`config.mk`:
```
export PLATFORM = sky130hd
export DESIGN_NAME = base64_stream_decoder
export DESIGN_NICKNAME = d
export VERILOG_FILES = /design/src/sv/b64d_pkg.sv /design/src/sv/b64d_front.sv /design/src/sv/b64d_queue.sv /design/src/sv/b64d_back.sv /design/src/sv/base64_stream_decoder.sv
export SDC_FILE = /design/constraint.sdc
export NUM_CORES = 1
export LEC_CHECK = 0
export BUFFER_PORTS_ARGS = -buffer_cell sky130_fd_sc_hd__buf_2
export CAP_MARGIN = 25
export CORE_UTILIZATION = 42
export DETAILED_ROUTE_END_ITERATION = 10
export PLACE_DENSITY_LB_ADDON = 0.12
export SLEW_MARGIN = 0
export SYNTH_ARGS = -nofsm -noshare
export SYNTH_HDL_FRONTEND = slang
export SYNTH_SLANG_ARGS = --single-unit
```
`constraint.sdc`:
```
create_clock -name clock -period 10.3 [get_ports clock]
set_clock_uncertainty 0.2 [all_clocks]
set_input_delay 0.515 -clock clock [delete_from_list [all_inputs] [get_ports clock]]
set_output_delay 0.515 -clock clock [all_outputs]
set_load 0.05 [all_outputs]
```
`src/sv/b64d_pkg.sv`:
```
// ----------------------------------------------------------------------------
// b64d_pkg
// Shared types, constants and the character classifier for the stream
// base64 decoder.
// ----------------------------------------------------------------------------
package b64d_pkg;

   localparam int QUEUE_DEPTH = 4;

   localparam logic [7:0] CHAR_UPPER_A = 8'h41;
   localparam logic [7:0] CHAR_UPPER_Z = 8'h5A;
   localparam logic [7:0] CHAR_LOWER_A = 8'h61;
   localparam logic [7:0] CHAR_LOWER_Z = 8'h7A;
   localparam logic [7:0] CHAR_DIGIT_0 = 8'h30;
   localparam logic [7:0] CHAR_DIGIT_9 = 8'h39;
   localparam logic [7:0] CHAR_PLUS    = 8'h2B;
   localparam logic [7:0] CHAR_SLASH   = 8'h2F;

   localparam logic [5:0] SEXTET_LOWER_BASE = 6'd26;
   localparam logic [5:0] SEXTET_DIGIT_BASE = 6'd52;
   localparam logic [5:0] SEXTET_PLUS       = 6'd62;
   localparam logic [5:0] SEXTET_SLASH      = 6'd63;

   localparam logic [1:0] COUNT_ONE   = 2'd1;
   localparam logic [1:0] COUNT_TWO   = 2'd2;
   localparam logic [1:0] COUNT_THREE = 2'd3;

   typedef struct packed {
      logic       ok;
      logic [5:0] value;
   } sextet_type;

   // One burst of results caused by a single request.
   typedef struct packed {
      logic [2:0][7:0] bytes;
      logic [1:0]      nbytes;
      logic            term;
   } burst_type;

   function automatic sextet_type sextet_of(input logic [7:0] c);
      sextet_type r;
      logic [7:0] d;
      r = '0;
      d = '0;
      if (c >= CHAR_UPPER_A && c <= CHAR_UPPER_Z) begin
         d       = c - CHAR_UPPER_A;
         r.ok    = 1'b1;
         r.value = d[5:0];
      end else if (c >= CHAR_LOWER_A && c <= CHAR_LOWER_Z) begin
         d       = c - CHAR_LOWER_A;
         r.ok    = 1'b1;
         r.value = d[5:0] + SEXTET_LOWER_BASE;
      end else if (c >= CHAR_DIGIT_0 && c <= CHAR_DIGIT_9) begin
         d       = c - CHAR_DIGIT_0;
         r.ok    = 1'b1;
         r.value = d[5:0] + SEXTET_DIGIT_BASE;
      end else if (c == CHAR_PLUS) begin
         r.ok    = 1'b1;
         r.value = SEXTET_PLUS;
      end else if (c == CHAR_SLASH) begin
         r.ok    = 1'b1;
         r.value = SEXTET_SLASH;
      end
      return r;
   endfunction

endpackage

```
`src/sv/b64d_front.sv`:
```
// ----------------------------------------------------------------------------
// b64d_front
// Classifies each character, tracks the pending group and builds the burst
// of results that the character causes.
// ----------------------------------------------------------------------------
module b64d_front (
   input  logic                clock,
   input  logic                reset,
   input  logic                req_valid,
   input  logic [7:0]          req_in_char,
   input  logic                req_string_last,
   input  logic                take,
   output logic                push,
   output b64d_pkg::burst_type push_data
);
   import b64d_pkg::*;

   logic [17:0] store_ff, store_in;
   logic [1:0]  count_ff, count_in;
   logic        stopped_ff, stopped_in;

   sextet_type  sx;
   logic [17:0] step_store;
   logic [1:0]  step_count;
   logic        step_stopped;
   logic [17:0] flush_store;
   logic [1:0]  flush_count;
   logic [23:0] word;

   always_comb begin
      sx           = sextet_of(req_in_char);
      word         = {store_ff, sx.value};
      step_store   = store_ff;
      step_count   = count_ff;
      step_stopped = stopped_ff;
      flush_store  = '0;
      flush_count  = '0;
      push_data    = '0;

      if (!stopped_ff) begin
         if (!sx.ok) begin
            flush_store  = store_ff;
            flush_count  = count_ff;
            step_store   = '0;
            step_count   = '0;
            step_stopped = 1'b1;
         end else if (count_ff == COUNT_THREE) begin
            push_data.bytes[0] = word[23:16];
            push_data.bytes[1] = word[15:8];
            push_data.bytes[2] = word[7:0];
            push_data.nbytes   = COUNT_THREE;
            step_store         = '0;
            step_count         = '0;
         end else begin
            step_store = {store_ff[11:0], sx.value};
            step_count = count_ff + COUNT_ONE;
         end
      end

      // On the last character the group left after this step is flushed.
      if (req_string_last && flush_count == 2'd0) begin
         flush_store = step_store;
         flush_count = step_count;
      end

      if (flush_count == COUNT_TWO) begin
         push_data.bytes[0] = flush_store[11:4];
         push_data.nbytes   = COUNT_ONE;
      end else if (flush_count == COUNT_THREE) begin
         push_data.bytes[0] = flush_store[17:10];
         push_data.bytes[1] = flush_store[9:2];
         push_data.nbytes   = COUNT_TWO;
      end

      push_data.term = req_string_last;

      if (req_string_last) begin
         store_in   = '0;
         count_in   = '0;
         stopped_in = 1'b0;
      end else begin
         store_in   = step_store;
         count_in   = step_count;
         stopped_in = step_stopped;
      end

      push = req_valid && take && (push_data.term || push_data.nbytes != 2'd0);
   end

   always_ff @(posedge clock) begin
      if (reset) begin
         store_ff   <= '0;
         count_ff   <= '0;
         stopped_ff <= 1'b0;
      end else if (req_valid && take) begin
         store_ff   <= store_in;
         count_ff   <= count_in;
         stopped_ff <= stopped_in;
      end
   end

endmodule

```
`src/sv/b64d_queue.sv`:
```
// ----------------------------------------------------------------------------
// b64d_queue
// Short queue of result bursts between the front and the back.
// ----------------------------------------------------------------------------
module b64d_queue #(
   parameter int DEPTH = b64d_pkg::QUEUE_DEPTH
) (
   input  logic                clock,
   input  logic                reset,
   input  logic                push,
   input  b64d_pkg::burst_type push_data,
   output logic                full,
   input  logic                pop,
   output logic                head_valid,
   output b64d_pkg::burst_type head_data
);
   import b64d_pkg::*;

   localparam int PtrWidth = (DEPTH > 1) ? $clog2(DEPTH) : 1;
   localparam int CntWidth = $clog2(DEPTH + 1);
   localparam logic [PtrWidth-1:0] PtrLast = PtrWidth'(DEPTH - 1);
   localparam logic [CntWidth-1:0] CntFull = CntWidth'(DEPTH);

   burst_type             mem_ff [DEPTH];
   logic [PtrWidth-1:0]   wr_ptr_ff, wr_ptr_in;
   logic [PtrWidth-1:0]   rd_ptr_ff, rd_ptr_in;
   logic [CntWidth-1:0]   count_ff, count_in;
   logic                  do_push, do_pop;

   assign full       = (count_ff == CntFull);
   assign head_valid = (count_ff != '0);
   assign head_data  = mem_ff[rd_ptr_ff];
   assign do_push    = push && !full;
   assign do_pop     = pop && head_valid;

   always_comb begin
      wr_ptr_in = wr_ptr_ff;
      rd_ptr_in = rd_ptr_ff;
      count_in  = count_ff;
      if (do_push) begin
         wr_ptr_in = (wr_ptr_ff == PtrLast) ? '0 : wr_ptr_ff + 1'b1;
      end
      if (do_pop) begin
         rd_ptr_in = (rd_ptr_ff == PtrLast) ? '0 : rd_ptr_ff + 1'b1;
      end
      if (do_push && !do_pop) begin
         count_in = count_ff + 1'b1;
      end else if (do_pop && !do_push) begin
         count_in = count_ff - 1'b1;
      end
   end

   always_ff @(posedge clock) begin
      if (reset) begin
         wr_ptr_ff <= '0;
         rd_ptr_ff <= '0;
         count_ff  <= '0;
      end else begin
         wr_ptr_ff <= wr_ptr_in;
         rd_ptr_ff <= rd_ptr_in;
         count_ff  <= count_in;
      end
   end

   always_ff @(posedge clock) begin
      if (do_push) begin
         mem_ff[wr_ptr_ff] <= push_data;
      end
   end

endmodule

```
`src/sv/b64d_back.sv`:
```
// ----------------------------------------------------------------------------
// b64d_back
// Walks through the head burst one result per cycle into the output
// register, while a stalled rsp_ready does not hold that register.
// ----------------------------------------------------------------------------
module b64d_back (
   input  logic                clock,
   input  logic                reset,
   input  logic                head_valid,
   input  b64d_pkg::burst_type head_data,
   output logic                pop,
   output logic                rsp_valid,
   input  logic                rsp_ready,
   output logic [7:0]          rsp_out_byte,
   output logic                rsp_byte_valid,
   output logic                rsp_string_done,
   output logic                rsp_run_last
);
   import b64d_pkg::*;

   logic [1:0] idx_ff, idx_in;
   logic       valid_ff, valid_in;
   logic [7:0] byte_ff, byte_in;
   logic       bvalid_ff, bvalid_in;
   logic       done_ff, done_in;
   logic       last_ff, last_in;
   logic       load;
   logic [2:0] total;
   logic       is_byte;
   logic       is_last;

   always_comb begin
      load    = !valid_ff || rsp_ready;
      total   = {1'b0, head_data.nbytes} + {2'b00, head_data.term};
      is_byte = (idx_ff < head_data.nbytes);
      is_last = ({1'b0, idx_ff} + 3'd1 == total);

      idx_in    = idx_ff;
      valid_in  = valid_ff;
      byte_in   = byte_ff;
      bvalid_in = bvalid_ff;
      done_in   = done_ff;
      last_in   = last_ff;
      pop       = 1'b0;

      if (load) begin
         valid_in = head_valid;
         if (head_valid) begin
            byte_in   = is_byte ? head_data.bytes[idx_ff] : 8'h00;
            bvalid_in = is_byte;
            done_in   = !is_byte;
            last_in   = is_last;
            if (is_last) begin
               pop    = 1'b1;
               idx_in = '0;
            end else begin
               idx_in = idx_ff + 2'd1;
            end
         end
      end
   end

   always_ff @(posedge clock) begin
      if (reset) begin
         idx_ff   <= '0;
         valid_ff <= 1'b0;
      end else begin
         idx_ff   <= idx_in;
         valid_ff <= valid_in;
      end
   end

   always_ff @(posedge clock) begin
      byte_ff   <= byte_in;
      bvalid_ff <= bvalid_in;
      done_ff   <= done_in;
      last_ff   <= last_in;
   end

   assign rsp_valid       = valid_ff;
   assign rsp_out_byte    = byte_ff;
   assign rsp_byte_valid  = bvalid_ff;
   assign rsp_string_done = done_ff;
   assign rsp_run_last    = last_ff;

endmodule

```
`src/sv/base64_stream_decoder.sv`:
```
// ----------------------------------------------------------------------------
// base64_stream_decoder
// Decodes a base64 character stream into bytes plus a terminator per string.
// ----------------------------------------------------------------------------
//  Channel  | Direction | Payload
//  req_     | in        | in_char, string_last
//  rsp_     | out       | out_byte, byte_valid, string_done, run_last
//
// A character is taken every cycle while the burst queue has room; each
// one yields zero to four results, and the back end delivers one result per
// cycle unless rsp_ready stalls it, so the sustained rate is set by the
// result count of each character. Results go via the burst queue and the
// output register. Reset clears the group state, the queue and the output
// valid flag. A stalled rsp_ side fills the queue and req_ready drops.
module base64_stream_decoder #(
   parameter int QUEUE_DEPTH = b64d_pkg::QUEUE_DEPTH
) (
   input  logic       clock,
   input  logic       reset,
   input  logic       req_valid,
   output logic       req_ready,
   input  logic [7:0] req_in_char,
   input  logic       req_string_last,
   output logic       rsp_valid,
   input  logic       rsp_ready,
   output logic [7:0] rsp_out_byte,
   output logic       rsp_byte_valid,
   output logic       rsp_string_done,
   output logic       rsp_run_last
);
   import b64d_pkg::*;

   burst_type push_data;
   burst_type head_data;
   logic      push, full, pop, head_valid;

   assign req_ready = !full;

   b64d_front u_front (
      .clock           (clock),
      .reset           (reset),
      .req_valid       (req_valid),
      .req_in_char     (req_in_char),
      .req_string_last (req_string_last),
      .take            (req_ready),
      .push            (push),
      .push_data       (push_data)
   );

   b64d_queue #(
      .DEPTH (QUEUE_DEPTH)
   ) u_queue (
      .clock      (clock),
      .reset      (reset),
      .push       (push),
      .push_data  (push_data),
      .full       (full),
      .pop        (pop),
      .head_valid (head_valid),
      .head_data  (head_data)
   );

   b64d_back u_back (
      .clock           (clock),
      .reset           (reset),
      .head_valid      (head_valid),
      .head_data       (head_data),
      .pop             (pop),
      .rsp_valid       (rsp_valid),
      .rsp_ready       (rsp_ready),
      .rsp_out_byte    (rsp_out_byte),
      .rsp_byte_valid  (rsp_byte_valid),
      .rsp_string_done (rsp_string_done),
      .rsp_run_last    (rsp_run_last)
   );

endmodule

```
==> results of run 1 <==
## cells in the final DEF, fill, tap and decap left out, drive strengths merged, types with 3 or more instances in the layout
master,instances
clkinvlp,3
and2,13
buf,29
nor2,47
a22o,5
nand2,23
clkinv,8
ha,19
inv,26
nand3,7
a22oi,24
a221o,8
nand2b,7
edfxtp,119
nor2b,4
and3,7
clkbuf,19
a32o,3
nor3,4
o21ai,14
xor2,4
dfxtp,33
o22ai,11
mux4,27
mux2i,15
a21oi,18
xnor2,3
## kinds of logic (layout without fill, tap and decap cells)
family	count (synthesis)	after routing	share of synthesized area
flops	152	152	0.6075
simple gates	120	120	0.08474
compound gates	107	107	0.1214
buf+inv	50	87	0.03178
mux	42	42	0.1088
fa+ha+maj	20	20	0.03698
xor+xnor	7	7	0.008797
## routing by layer
layer / vias up / share of wire / track usage
li1: 1967 / - / -
met1: 2085 / 0.47 / 0.2483
met2: 86 / 0.48 / 0.3081
met3: 14 / 0.038 / 0.04194
met4: 0 / 0.013 / 0.06491
met5: - / 0 / 0
## flip-flops by register name (all words and copies together) (netlist names), named ones only
signal,flops
u_front.stopped_ff,1
u_back.idx_ff,2
u_queue.count_ff,3
u_front.store_ff,18
u_back.rsp_string_done,1
u_back.rsp_valid,1
u_back.rsp_run_last,1
u_queue.mem_ff,108
u_front.count_ff,2
u_queue.rd_ptr_ff,2
u_queue.wr_ptr_ff,2
u_back.rsp_byte_valid,1
u_back.rsp_out_byte,8
## power by group through the flow
stage / registers (mW) / logic (mW) / clock network [mW]
final: 0.779 / 0.459 / 0.590
after global routing: 0.791 / 0.505 / 0.624
after CTS: 0.782 / 0.470 / 0.600
after detailed placement: 0.796 / 0.469 / 0
after global placement: 0.812 / 0.436 / 0
after floorplan: 0.848 / 0.293 / 0
## stage by stage
stage | power (mW) | instance area (um2)
2_1_floorplan | 1.141 | 6969
3_3_place_gp | 1.248 | 7268
3_5_place_dp | 1.265 | 7288
4_1_cts | 1.853 | 7853
5_1_grt | 1.920 | 7853
6_report | 1.828 | 7853
## path summary, 6_finish.rpt
path	from	to	slack, ps	depth (start not counted)
setup reg to reg	flop	u_queue.count_ff[2]	6440	12
setup / recovery	flop	u_queue.count_ff[2]	6440	12
hold reg to reg	u_back.rsp_valid	u_back.rsp_valid	270	2
hold / removal	rsp_ready	u_back.rsp_valid	160	4
## worst max-delay path, stage by stage (launching register included)
cell and delay [ps]:
dfxtp_2 640, buf_12 250, mux4_2 540, ha_1 320, xor2_1 160, nor3_1 380, nand2_1 230, ha_1 300
inv_1 70, fa_1 170, xor2_1 80, or3_1 310, a21oi_1 150
## layout make-up
class                   instances  area (um2)  share of cell area
flip-flops and latches        152        4235              0.5394
multi-input cells             296        2517              0.3206
clock buffers                  19       432.9             0.05513
well taps                     216       270.3             0.03442
repair buffers                 29       167.7             0.02135
clock inverters                13       131.4             0.01673
inverters                      26       97.59             0.01243
==> qor.txt, run 1 <==
Mapped Nets -> 531
Req. time, crit path -> 10450 ps
Layout cells sized above 1 -> 0.1925
Starting Density -> 0.4340
Clock sinks -> 152
Final WL -> 14.50 mm
Final core occ -> 0.4890
Dpl cells -> 719
Fill cells -> 1405
Non-Filler Instances -> 751
Hold WC Path Type -> in2reg
GP Congestion -> 0.8743
Site Rows -> 46
Nets@finish -> 555
Vias in the first global route -> 4234
Combinational fraction of design power -> 0.251
FFs w/ async S/R, synth -> 0
CTS Buffer Depth -> 2
Ys flop type -> edfxtp_1
Setup Viol. Count Final -> 0
Die width -> 130.8 um
Period utilisation layout -> 0.3751
Vias -> 4152
Post-DP HPWL -> 9.739 mm
Worst-path fanout max -> 15
Switching Share -> 0.3096
Routed WL per cell -> 19.30 um
NetSw -> 566.1 uW
P_int -> 1.262 mW
CTS root buf -> clkbuf_16
Post-synth top area share -> 0.5127
Area leader, netlist -> edfxtp_1
Sequential element share of the synthesized area -> 0.6075
Nature of the critical path endpoint -> flop
Synth cell count leaders -> edfxtp_1, nor2_1, dfxtp_1, mux4_2, inv_1
PwrDens -> 232.8 nW/um2
Drt pass-1 iters -> 5
CTS Buf Count -> 17
Avg Cell Area, Syn -> 13.99 um2
Drc violations -> 0
Synth area leaders -> edfxtp_1, dfxtp_1, mux4_2
Post-CTS Setup Inserts -> 0
Fmax -> 258.8 MHz
Grt ovf -> 0
Io pins -> 26
Hold violation count in the final report -> 0
Sequential power share -> 0.426
Fin. max-slew vios -> 0
Hold WS -> 161.5 ps
Leakage power -> 2.741 nW
Worst slew margin -> 0.3696
Number of flops mapped to enable cells by yosys -> 119
CTS resizes -> 0
Die footprint -> 17110 um2
WS Path Type -> reg2reg
Status -> completed
Highest ir drop seen on vdd -> 0.1429 mV
Minimum clock period -> 3864 ps
Largest net degree at the start of global routing -> 32
Initial antenna violation count -> 0
Dpl ws -> 6184 ps
First DRT Iteration DRCs -> 325
Area grow syn2layout -> 12.68%
Die height -> 130.8 um
Tot GR Track Use -> 0.1885
Final antenna-violating net count -> 0
Vias per cell -> 5.529
Final WS setup -> 6436 ps
RSZ-0062 raised after global routing -> no
Distinct cell type count after synthesis -> 61
Power share of the clock group -> 0.323
Top-count cell post-synth -> edfxtp_1
Core box area -> 16060 um2
Worst-margin pin slew -> 943.9 ps
Worst path arrival time -> 4010 ps
Maxcap violations -> 0
Worst-Skew Late Latency -> 420 ps
Global-route wire length before repair -> 23.13 mm
Antenna cells -> 0
Cell area after synthesis -> 6969 um2
Final setup TNS -> 0 ps
Count of state elements after synthesis -> 152
CTS tree -> built
Synth warn -> 0
H-Tree Depth -> 4
Post-synthesis cell count -> 498
Hold buffers post-CTS -> 0
Clock transition at path regs -> 60 ps
I/O Buffers -> 25
Startpoint class of the critical path -> flop
Power figures use the tool's default switching activity.
==> run 2: changes to the inputs <==
Clock period 10.3 ns to 3.85 ns, I/O delays scaled along.
==> qor.txt, run 2 (synthesis gave the netlist of run 1 again) <==
Largest net degree at the start of global routing -> 32
NetSw -> 1.535 mW
Worst-Skew Late Latency -> 420 ps
FF+latch area -> 4235 um2
Initial antenna violation count -> 0
Vias -> 4283
Period utilisation layout -> 0.8673
GP Congestion -> 0.8398
Footprint of the multi-input gates -> 2514 um2
Startpoint class of the critical path -> flop
Tot GR Track Use -> 0.1903
Global-route wire length before repair -> 23.47 mm
Fill cells -> 1409
Die height -> 130.8 um
Req. time, crit path -> 4000 ps
WS Path Type -> reg2reg
Final antenna-violating net count -> 0
Post-DP HPWL -> 9.605 mm
Minimum clock period -> 3339 ps
Hold buffers post-CTS -> 3
Core box area -> 16060 um2
Starting Density -> 0.4340
CTS tree -> built
Vias per cell -> 5.599
Post-CTS Setup Inserts -> 0
I/O Buffers -> 25
Final setup TNS -> 0 ps
Site Rows -> 46
Highest ir drop seen on vdd -> 0.3593 mV
Antenna cells -> 0
Sequential power share -> 0.410
Nature of the critical path endpoint -> flop
Fmax -> 299.5 MHz
Max reg flops -> 108
Combinational fraction of design power -> 0.266
Drc violations -> 0
Clock transition at path regs -> 60 ps
CTS Buffer Depth -> 2
Most frequent cells in the layout -> edfxtp_1, nor2_1, dfxtp_1
Grt ovf -> 0
Io pins -> 26
Nets@finish -> 569
RSZ-0062 raised after global routing -> no
Clock sinks -> 152
Hold WC Path Type -> in2reg
Worst slew margin -> 0.4749
CTS resizes -> 0
Hold violation count in the final report -> 0
Switching Share -> 0.3113
Worst-path fanout max -> 4
Vias in the first global route -> 4221
PwrDens -> 620.8 nW/um2
P_int -> 3.397 mW
Maxcap violations -> 0
Die footprint -> 17110 um2
CTS root buf -> clkbuf_16
Hold WS -> 65.14 ps
Setup Viol. Count Final -> 0
Worst-margin pin slew -> 787.6 ps
Routed WL per cell -> 19.27 um
Area grow syn2layout -> 14.00%
Die width -> 130.8 um
Final core occ -> 0.4948
Status -> completed
Layout cells sized above 1 -> 0.1985
H-Tree Depth -> 4
Drt pass-1 iters -> 5
Leakage power -> 2.810 nW
Worst path arrival time -> 3490 ps
Fin. max-slew vios -> 0
First DRT Iteration DRCs -> 278
Final WL -> 14.74 mm
Tot Pwr -> 4.932 mW
Top reg by flops -> u_queue.mem_ff
Most common cell after layout, fill and taps aside -> edfxtp_1
Power share of the clock group -> 0.324
CTS Buf Count -> 17
[run 2: worst paths after layout]
| path | depth (start not counted) | startpoint | slack [ps] | end |
|---|---|---|---|---|
| worst max-delay path | 12 | flop | 510 | u_queue.count_ff[2] |
| worst min-delay path | 2 | reset | 70 | u_queue.wr_ptr_ff[1] |
| worst max register to register | 12 | flop | 510 | u_queue.count_ff[2] |
| worst min register to register | 2 | u_back.rsp_valid | 270 | u_back.rsp_valid |
[run 2: power groups by stage]
stage	Clock, mW	Sequential, mW	Combinational (mW)
2_1_floorplan	0	2.27	0.783
3_3_place_gp	0	2.06	1.32
3_5_place_dp	0	2.06	1.33
4_1_cts	1.62	2.03	1.33
5_1_grt	1.69	2.04	1.44
6_report	1.60	2.02	1.31
[run 2: metal layers]
metal,part of all wire,up-vias,GRT usage
li1,-,1997,-
met1,0.46,2164,0.2583
met5,0,-,0
met3,0.042,15,0.04642
met2,0.48,107,0.2972
met4,0.017,0,0.06897
[run 2: cell type report]
type | count | share of cell area
sequential | 152 | 0.5331
clock inverter | 11 | 0.01512
multi-input combinational | 296 | 0.3164
timing repair buffer | 43 | 0.03370
inverter | 26 | 0.01228
clock buffer | 21 | 0.05543
tap | 216 | 0.03402
[run 2: critical path: stages (launching register included)]
cell and delay [ps]:
dfxtp_2 390, mux4_2 530, ha_1 200, ha_1 280
xor2_1 150, nor3_1 80, nand2_1 180, ha_1 210
inv_1 70, fa_1 370, xor2_1 170, or3_1 300
a21oi_1 140
[run 2: stage by stage]
step / setup slack (ps) / std cells / instance area [um2]
after global placement: 402.9 / 730 / 7355
after detailed placement: 293.1 / 730 / 7355
after CTS: 464.4 / 765 / 7945
after global routing: 281.2 / 765 / 7945
final: 510.7 / 765 / 7945
after floorplan: 155.4 / 498 / 6969
